**config.mk**
```make
export PLATFORM = sky130hd
export DESIGN_NAME = bounded_deque_indexed_top
export DESIGN_NICKNAME = d
export VERILOG_FILES = /design/src/rtl/bdq_pkg.sv /design/src/rtl/bdq_datapath.sv /design/src/rtl/bdq_ctrl.sv /design/src/rtl/bounded_deque_indexed_top.sv
export SDC_FILE = /design/constraint.sdc
export NUM_CORES = 1
export LEC_CHECK = 0
export ABC_AREA = 1
export BUFFER_PORTS_ARGS = -buffer_cell sky130_fd_sc_hd__buf_2
export CAP_MARGIN = 20
export CELL_PAD_IN_SITES_DETAIL_PLACEMENT = 1
export CELL_PAD_IN_SITES_GLOBAL_PLACEMENT = 1
export CORE_UTILIZATION = 36
export CTS_BUF_LIST = sky130_fd_sc_hd__clkbuf_16
export CTS_CLUSTER_DIAMETER = 100
export CTS_CLUSTER_SIZE = 16
export DETAILED_ROUTE_END_ITERATION = 10
export PLACE_DENSITY = 0.74
export SLEW_MARGIN = 20
export SYNTH_ARGS = -nofsm -noshare
export SYNTH_HDL_FRONTEND = slang
export SYNTH_SLANG_ARGS = --single-unit
```
**constraint.sdc**
```tcl
create_clock -name clk -period 3.76 [get_ports clk]
set_input_delay 0.752 -clock clk [delete_from_list [all_inputs] [get_ports clk]]
set_output_delay 0.752 -clock clk [all_outputs]
set_load 0.01 [all_outputs]
```
**src/rtl/bdq_pkg.sv**
```systemverilog
// ----------------------------------------------------------------------------
// bdq_pkg
// Shared constants and types for the bounded double-ended queue: command
// and status codes, and the command and status groups between the
// controller and the datapath.
// ----------------------------------------------------------------------------
package bdq_pkg;

  localparam int DEPTH_DEF      = 16;
  localparam int DATA_WIDTH_DEF = 32;

  localparam int CMD_W    = 3;
  localparam int STATUS_W = 2;

  localparam logic [CMD_W-1:0] CMD_PUSH_FRONT = 3'd0;
  localparam logic [CMD_W-1:0] CMD_PUSH_BACK  = 3'd1;
  localparam logic [CMD_W-1:0] CMD_POP_FRONT  = 3'd2;
  localparam logic [CMD_W-1:0] CMD_POP_BACK   = 3'd3;
  localparam logic [CMD_W-1:0] CMD_WRITE_POS  = 3'd4;
  localparam logic [CMD_W-1:0] CMD_READ_POS   = 3'd5;

  localparam logic [STATUS_W-1:0] ST_OK    = 2'd0;
  localparam logic [STATUS_W-1:0] ST_EMPTY = 2'd1;
  localparam logic [STATUS_W-1:0] ST_FULL  = 2'd2;
  localparam logic [STATUS_W-1:0] ST_RANGE = 2'd3;

  // Controller to datapath: one operation flag at most, already checked.
  typedef struct packed {
    logic                step;
    logic                push_front;
    logic                push_back;
    logic                pop_front;
    logic                pop_back;
    logic                write_pos;
    logic                read_pos;
    logic [STATUS_W-1:0] status;
  } dp_cmd_t;

  // Datapath to controller: occupancy checks for the item at the input.
  typedef struct packed {
    logic full;
    logic empty;
    logic pos_ok;
  } dp_stat_t;

endpackage

```
**src/rtl/bdq_datapath.sv**
```systemverilog
// ----------------------------------------------------------------------------
// bdq_datapath
// Ring storage with front pointer and count. Computes ring addresses,
// performs at most one write or one registered read per item, and holds the
// result payload.
// ----------------------------------------------------------------------------
module bdq_datapath #(
  parameter int DEPTH      = bdq_pkg::DEPTH_DEF,
  parameter int DATA_WIDTH = bdq_pkg::DATA_WIDTH_DEF,
  localparam int AW        = $clog2(DEPTH),
  localparam int CW        = $clog2(DEPTH + 1)
) (
  input  logic                         clk,
  input  logic                         rst,
  input  bdq_pkg::dp_cmd_t             cmd,
  input  logic signed [DATA_WIDTH-1:0] value,
  input  logic [AW-1:0]                position,
  output bdq_pkg::dp_stat_t            stat,
  output logic signed [DATA_WIDTH-1:0] data,
  output logic [CW-1:0]                occupancy,
  output logic [bdq_pkg::STATUS_W-1:0] status
);

  localparam logic [AW:0] DEPTH_V = (AW + 1)'(DEPTH);

  logic [DATA_WIDTH-1:0] mem [DEPTH];
  logic [DATA_WIDTH-1:0] rd_data;
  logic                  data_sel;
  logic [AW-1:0]         front;
  logic [CW-1:0]         count;
  logic [AW-1:0]         front_next;
  logic [CW-1:0]         count_next;
  logic [CW-1:0]         count_dec;
  logic [AW-1:0]         front_dec;
  logic [AW-1:0]         front_inc;
  logic [AW-1:0]         back_idx;
  logic [AW-1:0]         last_idx;
  logic [AW-1:0]         pos_idx;
  logic [AW-1:0]         wr_addr;
  logic [AW-1:0]         rd_addr;
  logic                  wr_en;
  logic                  rd_en;

  // Add an offset to a ring index and wrap once.
  function automatic logic [AW-1:0] ring_add(input logic [AW-1:0] base,
                                             input logic [AW-1:0] off);
    logic [AW:0] s;
    s = {1'b0, base} + {1'b0, off};
    if (s >= DEPTH_V) begin
      s = s - DEPTH_V;
    end
    return s[AW-1:0];
  endfunction

  always_comb begin
    count_dec = count - CW'(1);
    front_dec = (front == '0) ? AW'(DEPTH - 1) : front - AW'(1);
    front_inc = ring_add(front, AW'(1));
    back_idx  = ring_add(front, count[AW-1:0]);
    last_idx  = ring_add(front, count_dec[AW-1:0]);
    pos_idx   = ring_add(front, position);

    stat.full   = (count == CW'(DEPTH));
    stat.empty  = (count == '0);
    stat.pos_ok = (CW'(position) < count);

    wr_en   = cmd.push_front | cmd.push_back | cmd.write_pos;
    rd_en   = cmd.pop_front | cmd.pop_back | cmd.read_pos;
    wr_addr = cmd.push_front ? front_dec : (cmd.push_back ? back_idx : pos_idx);
    rd_addr = cmd.pop_front ? front : (cmd.pop_back ? last_idx : pos_idx);

    front_next = front;
    count_next = count;
    if (cmd.push_front) begin
      front_next = front_dec;
    end
    if (cmd.pop_front) begin
      front_next = front_inc;
    end
    if (cmd.push_front || cmd.push_back) begin
      count_next = count + CW'(1);
    end
    if (cmd.pop_front || cmd.pop_back) begin
      count_next = count_dec;
    end
  end

  always_ff @(posedge clk) begin
    if (rst) begin
      front    <= '0;
      count    <= '0;
      data_sel <= 1'b0;
      status   <= bdq_pkg::ST_OK;
    end else if (cmd.step) begin
      front    <= front_next;
      count    <= count_next;
      data_sel <= rd_en;
      status   <= cmd.status;
    end
  end

  always_ff @(posedge clk) begin
    if (cmd.step && wr_en) begin
      mem[wr_addr] <= value;
    end
    if (cmd.step && rd_en) begin
      rd_data <= mem[rd_addr];
    end
  end

  // Count after the step is the occupancy of the held result.
  assign occupancy = count;
  assign data      = data_sel ? rd_data : '0;

  a_count_bound: assert property (@(posedge clk) disable iff (rst)
    count <= CW'(DEPTH))
    else $error("count above depth");

  a_push_count: assert property (@(posedge clk) disable iff (rst)
    cmd.step && (cmd.push_front || cmd.push_back) |=> count == $past(count) + CW'(1))
    else $error("push did not grow count");

  a_pop_count: assert property (@(posedge clk) disable iff (rst)
    cmd.step && (cmd.pop_front || cmd.pop_back) |=> count == $past(count) - CW'(1))
    else $error("pop did not shrink count");

  a_fail_no_data: assert property (@(posedge clk) disable iff (rst)
    cmd.step && cmd.status != bdq_pkg::ST_OK |=> !data_sel && $stable(count))
    else $error("failed item changed state or returned data");

endmodule

```
**src/rtl/bdq_ctrl.sv**
```systemverilog
// ----------------------------------------------------------------------------
// bdq_ctrl
// Handshake controller and command decoder. Checks each item against the
// datapath status, picks the operation and status code, and tracks the
// output register.
// ----------------------------------------------------------------------------
module bdq_ctrl (
  input  logic                      clk,
  input  logic                      rst,
  input  logic                      in_valid,
  output logic                      in_ready,
  input  logic [bdq_pkg::CMD_W-1:0] cmd,
  input  bdq_pkg::dp_stat_t         stat,
  output bdq_pkg::dp_cmd_t          dp_cmd,
  output logic                      out_valid,
  input  logic                      out_ready
);

  typedef enum logic {
    S_IDLE,
    S_HOLD
  } state_t;

  state_t state;
  logic   step;

  // Take a new item when the output register is empty or drains this cycle.
  assign in_ready = (state == S_IDLE) || out_ready;
  assign step     = in_valid && in_ready;

  always_comb begin
    dp_cmd        = '0;
    dp_cmd.step   = step;
    dp_cmd.status = bdq_pkg::ST_OK;
    case (cmd)
      bdq_pkg::CMD_PUSH_FRONT: begin
        if (stat.full) dp_cmd.status = bdq_pkg::ST_FULL;
        else dp_cmd.push_front = 1'b1;
      end
      bdq_pkg::CMD_PUSH_BACK: begin
        if (stat.full) dp_cmd.status = bdq_pkg::ST_FULL;
        else dp_cmd.push_back = 1'b1;
      end
      bdq_pkg::CMD_POP_FRONT: begin
        if (stat.empty) dp_cmd.status = bdq_pkg::ST_EMPTY;
        else dp_cmd.pop_front = 1'b1;
      end
      bdq_pkg::CMD_POP_BACK: begin
        if (stat.empty) dp_cmd.status = bdq_pkg::ST_EMPTY;
        else dp_cmd.pop_back = 1'b1;
      end
      bdq_pkg::CMD_WRITE_POS: begin
        if (!stat.pos_ok) dp_cmd.status = bdq_pkg::ST_RANGE;
        else dp_cmd.write_pos = 1'b1;
      end
      bdq_pkg::CMD_READ_POS: begin
        if (!stat.pos_ok) dp_cmd.status = bdq_pkg::ST_RANGE;
        else dp_cmd.read_pos = 1'b1;
      end
      default: begin
      end
    endcase
  end

  always_ff @(posedge clk) begin
    if (rst) begin
      state <= S_IDLE;
    end else begin
      case (state)
        S_IDLE: begin
          if (step) state <= S_HOLD;
        end
        S_HOLD: begin
          if (out_ready && !step) state <= S_IDLE;
        end
        default: state <= S_IDLE;
      endcase
    end
  end

  assign out_valid = (state == S_HOLD);

  a_one_op: assert property (@(posedge clk) disable iff (rst)
    $onehot0({dp_cmd.push_front, dp_cmd.push_back, dp_cmd.pop_front,
              dp_cmd.pop_back, dp_cmd.write_pos, dp_cmd.read_pos}))
    else $error("more than one operation selected");

  a_fail_no_op: assert property (@(posedge clk) disable iff (rst)
    dp_cmd.status != bdq_pkg::ST_OK |-> !(dp_cmd.push_front || dp_cmd.push_back ||
      dp_cmd.pop_front || dp_cmd.pop_back || dp_cmd.write_pos || dp_cmd.read_pos))
    else $error("operation issued on failed check");

  a_step_holds: assert property (@(posedge clk) disable iff (rst)
    step |=> out_valid)
    else $error("accepted item produced no result");

endmodule

```
**src/rtl/bounded_deque_indexed_top.sv**
```systemverilog
// A result is valid in the cycle after its item is accepted.
// Throughput: one item per cycle while out_ready is high; the result comes
// from a registered read of the ring memory.
// A new item is taken in the cycle the held result is taken.
// Reset (rst, synchronous): queue empty, front pointer zero, no result held.
// Ring entries are not cleared; only written entries are ever read.
// ----------------------------------------------------------------------------
// bounded_deque_indexed_top
// Bounded double-ended queue of signed integers with push and pop at both
// ends and indexed read and overwrite.
// ----------------------------------------------------------------------------
module bounded_deque_indexed_top #(
  parameter int DEPTH      = bdq_pkg::DEPTH_DEF,
  parameter int DATA_WIDTH = bdq_pkg::DATA_WIDTH_DEF,
  localparam int AW        = $clog2(DEPTH),
  localparam int CW        = $clog2(DEPTH + 1)
) (
  input  logic                         clk,
  input  logic                         rst,
  input  logic                         in_valid,
  output logic                         in_ready,
  input  logic [bdq_pkg::CMD_W-1:0]    cmd,
  input  logic signed [DATA_WIDTH-1:0] value,
  input  logic [AW-1:0]                position,
  output logic                         out_valid,
  input  logic                         out_ready,
  output logic signed [DATA_WIDTH-1:0] data,
  output logic [CW-1:0]                occupancy,
  output logic [bdq_pkg::STATUS_W-1:0] status
);

  bdq_pkg::dp_cmd_t  dp_cmd;
  bdq_pkg::dp_stat_t dp_stat;

  bdq_ctrl u_ctrl (
    .clk       (clk),
    .rst       (rst),
    .in_valid  (in_valid),
    .in_ready  (in_ready),
    .cmd       (cmd),
    .stat      (dp_stat),
    .dp_cmd    (dp_cmd),
    .out_valid (out_valid),
    .out_ready (out_ready)
  );

  bdq_datapath #(
    .DEPTH      (DEPTH),
    .DATA_WIDTH (DATA_WIDTH)
  ) u_datapath (
    .clk       (clk),
    .rst       (rst),
    .cmd       (dp_cmd),
    .value     (value),
    .position  (position),
    .stat      (dp_stat),
    .data      (data),
    .occupancy (occupancy),
    .status    (status)
  );

endmodule

```
-- Word level (Yosys, flattened, before mapping)
Memories as Yosys holds them, arrays and structs flattened. A register that Yosys moved wholly into a read port is not among the register bits.
Index checks and enable logic that the tools add are counted.
- bits in registers: 13
- bits in writable memories: 512
- input port bits: 43
- output and inout port bits: 41
- logic and storage cells: 83
- memories kept: 1
- memories (memory ; words ; width ; rd ports ; clocked after memory_dff ; wr ports ; RTL line ; RTL):
    u_datapath.mem ; 16 ; 32 ; 1 ; 1 ; 1 ; bdq_datapath.sv:26 ; logic [DATA_WIDTH-1:0] mem [DEPTH];
- add/subtract/negate cells: 11
- magnitude comparators: 5
- equality and inequality tests: 6
- mux-type cells: 32
- bitwise gates (word level): 5
- reductions and logical operators: 18
- operators by type and width (operator ; number):
    2-to-1 mux 4 bit ; 11
    2-to-1 mux 32 bit ; 1
    >= comparator 5 bit, second input constant ; 4
    subtractor 4 x 1 -> 4 bit, second input constant ; 5
    adder 4 x 4 -> 5 bit ; 3
    2-to-1 mux 1 bit ; 14
    2-to-1 mux 5 bit ; 2
    equality test 3 x 2 -> 1 bit, second input constant ; 2
    equality test 3 bit, second input constant ; 2
    one-hot mux 2 bit (3 select lines) ; 1
    OR reduction 2 bit ; 3
    adder 4 x 1 -> 5 bit, second input constant ; 1
    adder 5 x 1 -> 5 bit, second input constant ; 1
    equality test 5 bit, second input constant ; 1
    zero test 5 bit ; 1
    less-than comparator 4 x 5 -> 1 bit ; 1
    subtractor 5 x 1 -> 5 bit, second input constant ; 1
    logical AND 1 bit ; 4
    zero test 4 bit ; 1
    2-to-1 mux 2 bit ; 2
    bitwise OR 1 bit ; 4
    AND reduction 2 bit ; 2
    nonzero test 2 bit ; 2
    equality test 3 x 1 -> 1 bit, second input constant ; 1
    other kinds (5) ; 7

-- Logic depth before layout (Yosys ltp)
Gate-level depths: netlist (run 1).
- depth after elaboration: 8
- mapped depth: 15
- gate-level depth less buffers: 14

-- Hierarchy
A second synthesis (run 1) with hierarchy kept.
- cell total of the unflattened synthesis: 2425
- area, all modules: 25182.9 um2
- modules (own cells, without submodules) (module ; times used ; cells each ; area an instance (um2) ; seq. area each (um2)):
    bdq_datapath ; 1 ; 2397 ; 25046.5 ; 16575.9
    bdq_ctrl ; 1 ; 28 ; 136.4 ; 20.0

-- Least setup slack after synthesis (run 1)
No wires, ideal clock.
- path kind: input port to flip-flop
- start point: input position[0]
- end point: memory u_datapath.mem[12][0] (netlist bit), enable pin
- library setup time: 0.421 ns
- arrival: 3.365 ns
- data required time: 3.339 ns
- setup slack: -0.026 ns
- stages on the path: 7
- buffers on the path: 0
- cell sequence: ha_1 fa_1 xor2_1 o21ai_0 o21ai_0 nand2_1 nor2_1
- word-level cells in the longest chain between the ends: 7
- elaborated cells between the ends (all ways): 13
- those cells by class: 2 x add/sub; 2 x order compare; 7 x mux; 1 x bitwise; 1 x reduce/logical
- ends and longest elaborated chain (what ; RTL line ; RTL):
    start, declared ; bounded_deque_indexed_top.sv:24 ; input logic [AW-1:0] position,
    branches (longest 7 deep; another with adder 4 x 4 -> 5 bit) ; - ;
    end, declared ; bdq_datapath.sv:26 ;
Parallel ways; which one is timed is not known.

-- Final worst setup path (run 1)
- start point: register u_datapath.count[0] (netlist: u_datapath.occupancy[0])
- end point: memory u_datapath.mem[14][12] (netlist bit), enable pin
- word-level cells in the longest chain between the ends: 8
- elaborated cells between the ends (all ways): 18
- those cells by class: 2 x add/sub; 2 x order compare; 1 x eq/ne; 10 x mux; 2 x bitwise; 1 x reduce/logical
- ends and longest elaborated chain (what ; RTL line ; RTL):
    start, declared ; bdq_datapath.sv:30 ; logic [CW-1:0] count;
    start signal, assigned ; bdq_datapath.sv:96 ; count <= count_next;
    branches (longest 8 deep; another with adder 4 x 4 -> 5 bit) ; - ;
Parallel ways; which one is timed is not known.

==> flow_summary.html, run 1 <==
<table>
<tr><th>Metric</th><th>Value</th></tr>
<tr><th colspan="2">Layout</th></tr>
<tr><td>Area added between synthesis and finish</td><td>11.8%</td></tr>
<tr><td>Fin nets</td><td>2,478</td></tr>
<tr><td>Commonest cells after routing, fill and taps aside</td><td>nand3_1, edfxtp_1, nand2_1</td></tr>
<tr><td>Fraction of layout instances using a drive strength above 1</td><td>0.0904</td></tr>
<tr><td>Post-layout util</td><td>0.408</td></tr>
<tr><td>Most frequent standard cell in the layout excluding fill and tap cells</td><td>nand3_1</td></tr>
<tr><td>Antenna diode instance count</td><td>0</td></tr>
<tr><td>Final cell count without fillers</td><td>3,354</td></tr>
<tr><td>Total of fill cells in the finished design</td><td>7,511</td></tr>
<tr><th colspan="2">Floorplan</th></tr>
<tr><td>Initial cell density of the core</td><td>0.365</td></tr>
<tr><td>Die Height</td><td>266 um</td></tr>
<tr><td>Boundary pin count</td><td>84</td></tr>
<tr><td>Horizontal die dimension</td><td>266 um</td></tr>
<tr><td>Area of the core</td><td>68,800 um2</td></tr>
<tr><td>Placement Rows</td><td>96</td></tr>
<tr><td>Floorplan die area</td><td>70,800 um2</td></tr>
<tr><th colspan="2">Clock tree</th></tr>
<tr><td>Clock insertion delay at the later pin of the skew report</td><td>0.61 ns</td></tr>
<tr><td>Register clock-pin slew on the reported worst setup and hold paths</td><td>0.08 ns</td></tr>
<tr><td>Clock Tree Buf Depth</td><td>3</td></tr>
<tr><td>Clock sink total</td><td>557</td></tr>
<tr><td>CTS tree</td><td>yes</td></tr>
<tr><td>Number of resized instances in the post-cts repair step</td><td>0</td></tr>
<tr><td>Setup Fix Bufs, Post-CTS</td><td>0</td></tr>
<tr><td>CTS Root Cell</td><td>clkbuf_16</td></tr>
<tr><td>Number of hold-repair buffers added at the cts stage</td><td>0</td></tr>
<tr><td>H-Tree Depth</td><td>2</td></tr>
<tr><td>TritonCTS Buffers</td><td>40</td></tr>
<tr><th colspan="2">Route</th></tr>
<tr><td>Via-per-instance ratio</td><td>5.22</td></tr>
<tr><td>WL/cell</td><td>21.4 um</td></tr>
<tr><td>Number of nets with antenna violations after routing</td><td>0</td></tr>
<tr><td>Detailed-route wire length</td><td>71.7 mm</td></tr>
<tr><td>Count of vias placed by the detailed router</td><td>17.5k</td></tr>
<tr><td>Remaining DRCs</td><td>0</td></tr>
<tr><td>Initial DRC count</td><td>1,329</td></tr>
<tr><td>Count of TritonRoute iterations in the first routing pass</td><td>7</td></tr>
<tr><th colspan="2">Synthesis</th></tr>
<tr><td>Post-Synthesis Cells</td><td>2,372</td></tr>
<tr><td>Synthesized flop and latch total</td><td>557</td></tr>
<tr><td>Top FF cell, synth</td><td>edfxtp_1</td></tr>
<tr><td>Post-synth cell types</td><td>35</td></tr>
<tr><td>Sequential fraction of the synthesis area</td><td>0.661</td></tr>
<tr><td>Post-synth EDFFs</td><td>544</td></tr>
<tr><td>Syn_nets</td><td>2,435</td></tr>
<tr><td>Mapped Avg Cell Area</td><td>10.6 um2</td></tr>
<tr><td>Post-Synthesis Cell Area</td><td>25,100 um2</td></tr>
<tr><td>Yosys warning count</td><td>0</td></tr>
<tr><td>Async SR Flop Fraction</td><td>0</td></tr>
<tr><th colspan="2">Hold path</th></tr>
<tr><td>Class of the tightest hold or removal check</td><td>in -&gt; reg</td></tr>
<tr><td>Hold Path Depth</td><td>3</td></tr>
<tr><th colspan="2">Timing</th></tr>
<tr><td>Final setup fails</td><td>0</td></tr>
<tr><td>Final period demand of the worst path</td><td>3.30 ns</td></tr>
<tr><td>Timing-limited maximum frequency</td><td>303 MHz</td></tr>
<tr><td>Relative max-transition margin</td><td>0.322</td></tr>
<tr><td>Number of failing hold endpoints at the final stage</td><td>0</td></tr>
<tr><td>Final Cycle Share</td><td>0.878</td></tr>
<tr><td>Worst clock skew</td><td>0.0370 ns</td></tr>
<tr><td>Hold Worst Slack</td><td>0.404 ns</td></tr>
<tr><td>Fin. max-slew vios</td><td>0</td></tr>
<tr><td>Slew at the pin with the worst max-slew slack</td><td>1.02 ns</td></tr>
<tr><td>Unrepaired setup endpoints after global routing</td><td>false</td></tr>
<tr><th colspan="2">Power</th></tr>
<tr><td>Power per cell area</td><td>465 nW/um2</td></tr>
<tr><td>IR Drop Worst-Case VDD</td><td>0.258 mV</td></tr>
<tr><td>Lkg Pwr</td><td>0.0116 uW</td></tr>
<tr><td>Post-layout total power</td><td>13,000 uW</td></tr>
<tr><th colspan="2">Placement</th></tr>
<tr><td>Number of buffers added on ports</td><td>83</td></tr>
<tr><td>Count of placed standard cells including taps</td><td>3,304</td></tr>
<tr><td>Detailed placement HPWL</td><td>43.1 mm</td></tr>
<tr><td>Routability cong.</td><td>0.837</td></tr>
<tr><th colspan="2">Setup path</th></tr>
<tr><td>Critical path type</td><td>reg -&gt; reg</td></tr>
<tr><td>Critical-path top delay cell</td><td>dfxtp_1</td></tr>
<tr><td>Sort of element at the start of the critical path</td><td>flip-flop</td></tr>
<tr><td>Worst-path fanout max</td><td>13</td></tr>
<tr><td>Depth of the worst register-to-register path</td><td>12</td></tr>
<tr><td>Required @ worst endpoint</td><td>4.04 ns</td></tr>
<tr><td>Most frequent cell on the critical path</td><td>inv_1</td></tr>
<tr><td>Data arrival time of the critical path</td><td>3.58 ns</td></tr>
<tr><td>Cell-by-cell trace of the critical path</td><td>inv_1 -&gt; ha_1 -&gt; nand3_1 -&gt; nand3_1 -&gt; inv_1 -&gt; nand2_1 -&gt; inv_1 -&gt; o21ai_0 -&gt; o21ai_0 -&gt; nand2_1 -&gt; nor2_4 -&gt; buf_4</td></tr>
<tr><td>Max incr delay on CP</td><td>0.48 ns</td></tr>
<tr><td>Setup crit end kind</td><td>flip-flop</td></tr>
<tr><th colspan="2">Global routing</th></tr>
<tr><td>Global-route usage over all layers</td><td>0.203</td></tr>
<tr><td>Overflow left after global routing</td><td>0</td></tr>
<tr><td>Wire length of the first global-routing pass</td><td>110 mm</td></tr>
<tr><td>Initial antenna violation count</td><td>1</td></tr>
<tr><td>Via count of the first global-routing pass</td><td>18.3k</td></tr>
<tr><td>Maximum number of pins on one net before global-route repair</td><td>137</td></tr>
<tr><th colspan="2">Status</th></tr>
<tr><td>Result of the run</td><td>completed</td></tr>
<tr><th colspan="2">Job</th></tr>
<tr><td>Number of max-capacitance violations reported</td><td>0</td></tr>
</table>
## layout make-up
class | instances | area, um2 | share of cell area
sequential | 557 | 16600 | 0.591
multi-input combinational | 1251 | 6370 | 0.227
inverter | 427 | 1600 | 0.0571
timing repair buffer | 138 | 1250 | 0.0447
tap | 931 | 1160 | 0.0415
clock buffer | 40 | 1000 | 0.0357
clock inverter | 10 | 72.6 | 0.00259
## worst paths after layout
check	startpoint	slack (ns)	to
worst max-delay path	u_datapath.occupancy[0]	0.46	u_datapath.mem[14][12]
worst min-delay path	in_valid	0.40	u_ctrl.out_valid
worst max register to register	u_datapath.occupancy[0]	0.46	u_datapath.mem[14][12]
worst min register to register	u_datapath.status[0]	0.49	u_datapath.status[0]
## Yosys cell counts (7+ instances only)
cell,n,area (um2)
o21ai_0,18,90.1
a21oi_1,17,85.1
nand2_1,440,1650
nor2_1,30,113
dfxtp_1,13,260
clkbuf_1,8,30.0
nand3_1,596,2980
buf_4,8,60.1
edfxtp_1,544,16300
inv_1,422,1580
ha_1,17,213
xnor2_1,7,61.3
nand3b_1,96,721
buf_2,114,571
## sequential cells by signal, indices dropped and copies added, names as in the netlist
signal and cells:
u_datapath.data_sel 1, u_datapath.status 2, u_ctrl.out_valid 1, u_datapath.front 4, u_datapath.rd_data 32, u_datapath.occupancy 5, u_datapath.mem 512
## critical path: cells and delay by family (launching register included)
family	cells	cell delay (ns)
flip-flops	1	0.48
adder cells (fa/ha/maj)	1	0.28
AND/OR/NAND/NOR	5	1.03
buffers and inverters	4	0.68
AO/OA/AOI/OAI	2	0.49
## logic make-up after synthesis
kind of cell,after synthesis,synth area share
adder cells (fa/ha/maj),20,0.0109
flip-flops,557,0.661
buffers and inverters,564,0.0922
AND/OR/NAND/NOR,1176,0.222
AO/OA/AOI/OAI,42,0.00892
XOR/XNOR,13,0.00483
## per-stage QoR
stage                     worst slack (ns)  setup TNS, ns  area [um2]
after floorplan                    -0.0257          -6.57       25100
after global placement               0.347              0       27000
after detailed placement             0.302              0       27000
after CTS                            0.425              0       28100
after global routing                 0.177              0       28100
final                                0.459              0       28100
## routing by layer
| layer | track usage | vias up | share of wire |
|---|---|---|---|
| li1 | - | 7981 | - |
| met1 | 0.271 | 9021 | 0.44 |
| met2 | 0.355 | 441 | 0.50 |
| met3 | 0.0225 | 75 | 0.044 |
| met4 | 0.0474 | 0 | 0.018 |
| met5 | 0 | - | 0 |
## power by group
part           internal [uW]  total [uW]  leakage (uW)  switching [uW]
Clock                   1920        4030      0.000550            2110
Sequential              6910        6940       0.00500            33.4
Combinational            582        2070       0.00603            1490
(Power assumes the default switching activity.)
==> run 2: changes to the inputs <==
CORE_MARGIN = 2   (was unset)
==> run 2 against run 1 <==
Net effect: fmax up 2.6%; via count about the same; register-to-register slack better by 0.09 ns; wire length up 2.4%; final area up 0.92%; die area up 1.5%; clock-buffer cell count up 1; global-route usage up 0.18 points; combinational power about the same; power up 1.4%; sequential share of layout area down 0.54 points; largest cell class unchanged.
==> flow_summary.html, run 2 (synthesis gave the netlist of run 1 again) <==
<table>
<tr><th>Metric</th><th>Value</th></tr>
<tr><th colspan="2">Timing</th></tr>
<tr><td>Final setup fails</td><td>0</td></tr>
<tr><td>Final period demand of the worst path</td><td>3.22 ns</td></tr>
<tr><td>Timing-limited maximum frequency</td><td>311 MHz</td></tr>
<tr><td>Unrepaired setup endpoints after global routing</td><td>false</td></tr>
<tr><td>Worst clock skew</td><td>0.0287 ns</td></tr>
<tr><td>Fin. max-slew vios</td><td>0</td></tr>
<tr><td>Slew at the pin with the worst max-slew slack</td><td>1.06 ns</td></tr>
<tr><td>Final Cycle Share</td><td>0.855</td></tr>
<tr><td>PnR worst setup slack</td><td>0.544 ns</td></tr>
<tr><td>Relative max-transition margin</td><td>0.297</td></tr>
<tr><td>Number of failing hold endpoints at the final stage</td><td>0</td></tr>
<tr><th colspan="2">Power</th></tr>
<tr><td>Combinational share of power</td><td>0.159</td></tr>
<tr><td>Switching share of power</td><td>0.281</td></tr>
<tr><td>IR Drop Worst-Case VDD</td><td>0.338 mV</td></tr>
<tr><td>Net load switching power</td><td>3720 uW</td></tr>
<tr><td>Power per cell area</td><td>467 nW/um2</td></tr>
<tr><td>Lkg Pwr</td><td>0.0117 uW</td></tr>
<tr><td>Internal Pwr Total</td><td>9510 uW</td></tr>
<tr><td>Sequential cell fraction of total power</td><td>0.525</td></tr>
<tr><td>Clock Power Share</td><td>0.316</td></tr>
<tr><th colspan="2">Layout</th></tr>
<tr><td>Most frequent standard cell in the layout excluding fill and tap cells</td><td>nand3_1</td></tr>
<tr><td>Fin nets</td><td>2,493</td></tr>
<tr><td>Max reg flops</td><td>512</td></tr>
<tr><td>Biggest register</td><td>u_datapath.mem</td></tr>
<tr><td>Commonest cells after routing, fill and taps aside</td><td>nand3_1, edfxtp_1, nand2_1</td></tr>
<tr><td>Area added between synthesis and finish</td><td>12.8%</td></tr>
<tr><td>Finished Cell Area</td><td>28,300 um2</td></tr>
<tr><td>Fraction of layout instances using a drive strength above 1</td><td>0.0959</td></tr>
<tr><th colspan="2">Clock tree</th></tr>
<tr><td>Clock sink total</td><td>557</td></tr>
<tr><td>H-Tree Depth</td><td>2</td></tr>
<tr><td>Register clock-pin slew on the reported worst setup and hold paths</td><td>0.08 ns</td></tr>
<tr><td>Setup Fix Bufs, Post-CTS</td><td>0</td></tr>
<tr><td>TritonCTS Buffers</td><td>41</td></tr>
<tr><td>Number of hold-repair buffers added at the cts stage</td><td>0</td></tr>
<tr><td>CTS Root Cell</td><td>clkbuf_16</td></tr>
<tr><td>Number of resized instances in the post-cts repair step</td><td>0</td></tr>
<tr><td>Clock Tree Buf Depth</td><td>3</td></tr>
<tr><td>Clock insertion delay at the later pin of the skew report</td><td>0.61 ns</td></tr>
<tr><td>CTS tree</td><td>yes</td></tr>
<tr><th colspan="2">Floorplan</th></tr>
<tr><td>Initial cell density of the core</td><td>0.365</td></tr>
<tr><td>Horizontal die dimension</td><td>268 um</td></tr>
<tr><td>Placement Rows</td><td>96</td></tr>
<tr><td>Area of the core</td><td>68,800 um2</td></tr>
<tr><td>Die Height</td><td>268 um</td></tr>
<tr><td>Boundary pin count</td><td>84</td></tr>
<tr><td>Floorplan die area</td><td>71,900 um2</td></tr>
<tr><th colspan="2">Route</th></tr>
<tr><td>Via-per-instance ratio</td><td>5.20</td></tr>
<tr><td>Met1 layer wirelength in the final routing</td><td>31.0 mm</td></tr>
<tr><td>Metal2 WL</td><td>36.3 mm</td></tr>
<tr><td>Uppermost layer routed</td><td>met4</td></tr>
<tr><td>Number of nets with antenna violations after routing</td><td>0</td></tr>
<tr><td>Detailed-route wire length</td><td>73.5 mm</td></tr>
<tr><td>Initial DRC count</td><td>1,189</td></tr>
<tr><td>WL/cell</td><td>21.8 um</td></tr>
<tr><td>Remaining DRCs</td><td>0</td></tr>
<tr><td>Count of TritonRoute iterations in the first routing pass</td><td>5</td></tr>
<tr><td>Length of routed met3 wiring</td><td>3.50 mm</td></tr>
<tr><td>Count of vias placed by the detailed router</td><td>17.5k</td></tr>
<tr><th colspan="2">Placement</th></tr>
<tr><td>Routability cong.</td><td>0.817</td></tr>
<tr><td>Post-placement setup slack</td><td>0.514 ns</td></tr>
<tr><td>Cell Area, Placed</td><td>27,200 um2</td></tr>
<tr><td>Detailed placement HPWL</td><td>45.0 mm</td></tr>
<tr><td>Number of buffers added on ports</td><td>83</td></tr>
<tr><th colspan="2">Global routing</th></tr>
<tr><td>Initial antenna violation count</td><td>1</td></tr>
<tr><td>Global-route usage over all layers</td><td>0.205</td></tr>
<tr><td>Via count of the first global-routing pass</td><td>18.6k</td></tr>
<tr><td>Wire length of the first global-routing pass</td><td>112 mm</td></tr>
<tr><td>Overflow left after global routing</td><td>0</td></tr>
<tr><td>Maximum number of pins on one net before global-route repair</td><td>178</td></tr>
<tr><th colspan="2">Job</th></tr>
<tr><td>Number of max-capacitance violations reported</td><td>0</td></tr>
<tr><th colspan="2">Setup path</th></tr>
<tr><td>Required @ worst endpoint</td><td>4.09 ns</td></tr>
<tr><td>Sort of element at the start of the critical path</td><td>flip-flop</td></tr>
<tr><td>Data arrival time of the critical path</td><td>3.55 ns</td></tr>
<tr><td>Setup crit end kind</td><td>flip-flop</td></tr>
<tr><td>Worst-path fanout max</td><td>19</td></tr>
<tr><td>Critical path type</td><td>reg -&gt; reg</td></tr>
<tr><th colspan="2">Status</th></tr>
<tr><td>Result of the run</td><td>completed</td></tr>
<tr><th colspan="2">Hold path</th></tr>
<tr><td>Class of the tightest hold or removal check</td><td>in -&gt; reg</td></tr>
</table>
## run 2: cell count changes in the layout (fill, tap and decap cells not counted), sizes merged
cell | before | now
clkinv | 2 | 5
diode | 0 | 1
clkbuf | 40 | 41
clkinvlp | 0 | 1
buf | 138 | 152
inv | 435 | 433
## run 2: worst paths after layout
| kind | from | slack [ns] | cells after the start | to |
|---|---|---|---|---|
| worst max-delay path | u_datapath.occupancy[0] | 0.54 | 15 | u_datapath.rd_data[14] |
| worst min-delay path | in_valid | 0.41 | 3 | u_ctrl.out_valid |
| worst max register to register | u_datapath.occupancy[0] | 0.54 | 15 | u_datapath.rd_data[14] |
| worst min register to register | u_datapath.status[0] | 0.47 | 2 | u_datapath.status[0] |
## run 2: layer usage
metal	GRT usage	up-vias
li1	-	8014
met1	0.266	8931
met2	0.351	456
met3	0.0271	132
met4	0.0778	0
met5	0	-
## run 2: through the flow
stage | std cells | utilization | power [uW] | hold slack, ns | setup TNS, ns
floorplan | 2372 | - | 8350 | 0.484 | -6.57
global placement | 3318 | 0.395 | 9120 | 0.454 | 0
detailed placement | 3318 | 0.395 | 9180 | 0.460 | 0
CTS | 3371 | 0.411 | 13300 | 0.380 | 0
global route | 3371 | 0.411 | 13700 | 0.406 | 0
finish | 3372 | 0.411 | 13200 | 0.406 | 0
## run 2: critical path, cell delays in order, from the launching register on
cell and delay [ns]:
dfxtp_1 0.46, inv_1 0.17, ha_1 0.25, xor2_1 0.16, ha_1 0.34, nand2_1 0.09, nand2_1 0.07, nor2_1 0.11
nand3_1 0.09, nand3_1 0.12, nand2_1 0.08, nand2_2 0.33, clkinv_1 0.18, buf_4 0.27, nand3_1 0.14, nand2_1 0.08
## run 2: power groups by stage
stage | Sequential, uW | Clock, uW | Combinational, uW
floorplan | 7070 | 0 | 1280
global placement | 7080 | 0 | 2040
detailed placement | 7090 | 0 | 2090
global route | 6950 | 4440 | 2310
CTS | 6940 | 4250 | 2110
finish | 6940 | 4170 | 2100
## run 2: area by class of cell
type	count	area (um2)
multi-input cells	1251	6370
fillers	7526	40500
inverters	427	1600
diodes	1	2.50
flip-flops and latches	557	16600
well taps	931	1160
clock inverters	12	111
repair buffers	152	1450
clock buffers	41	1030
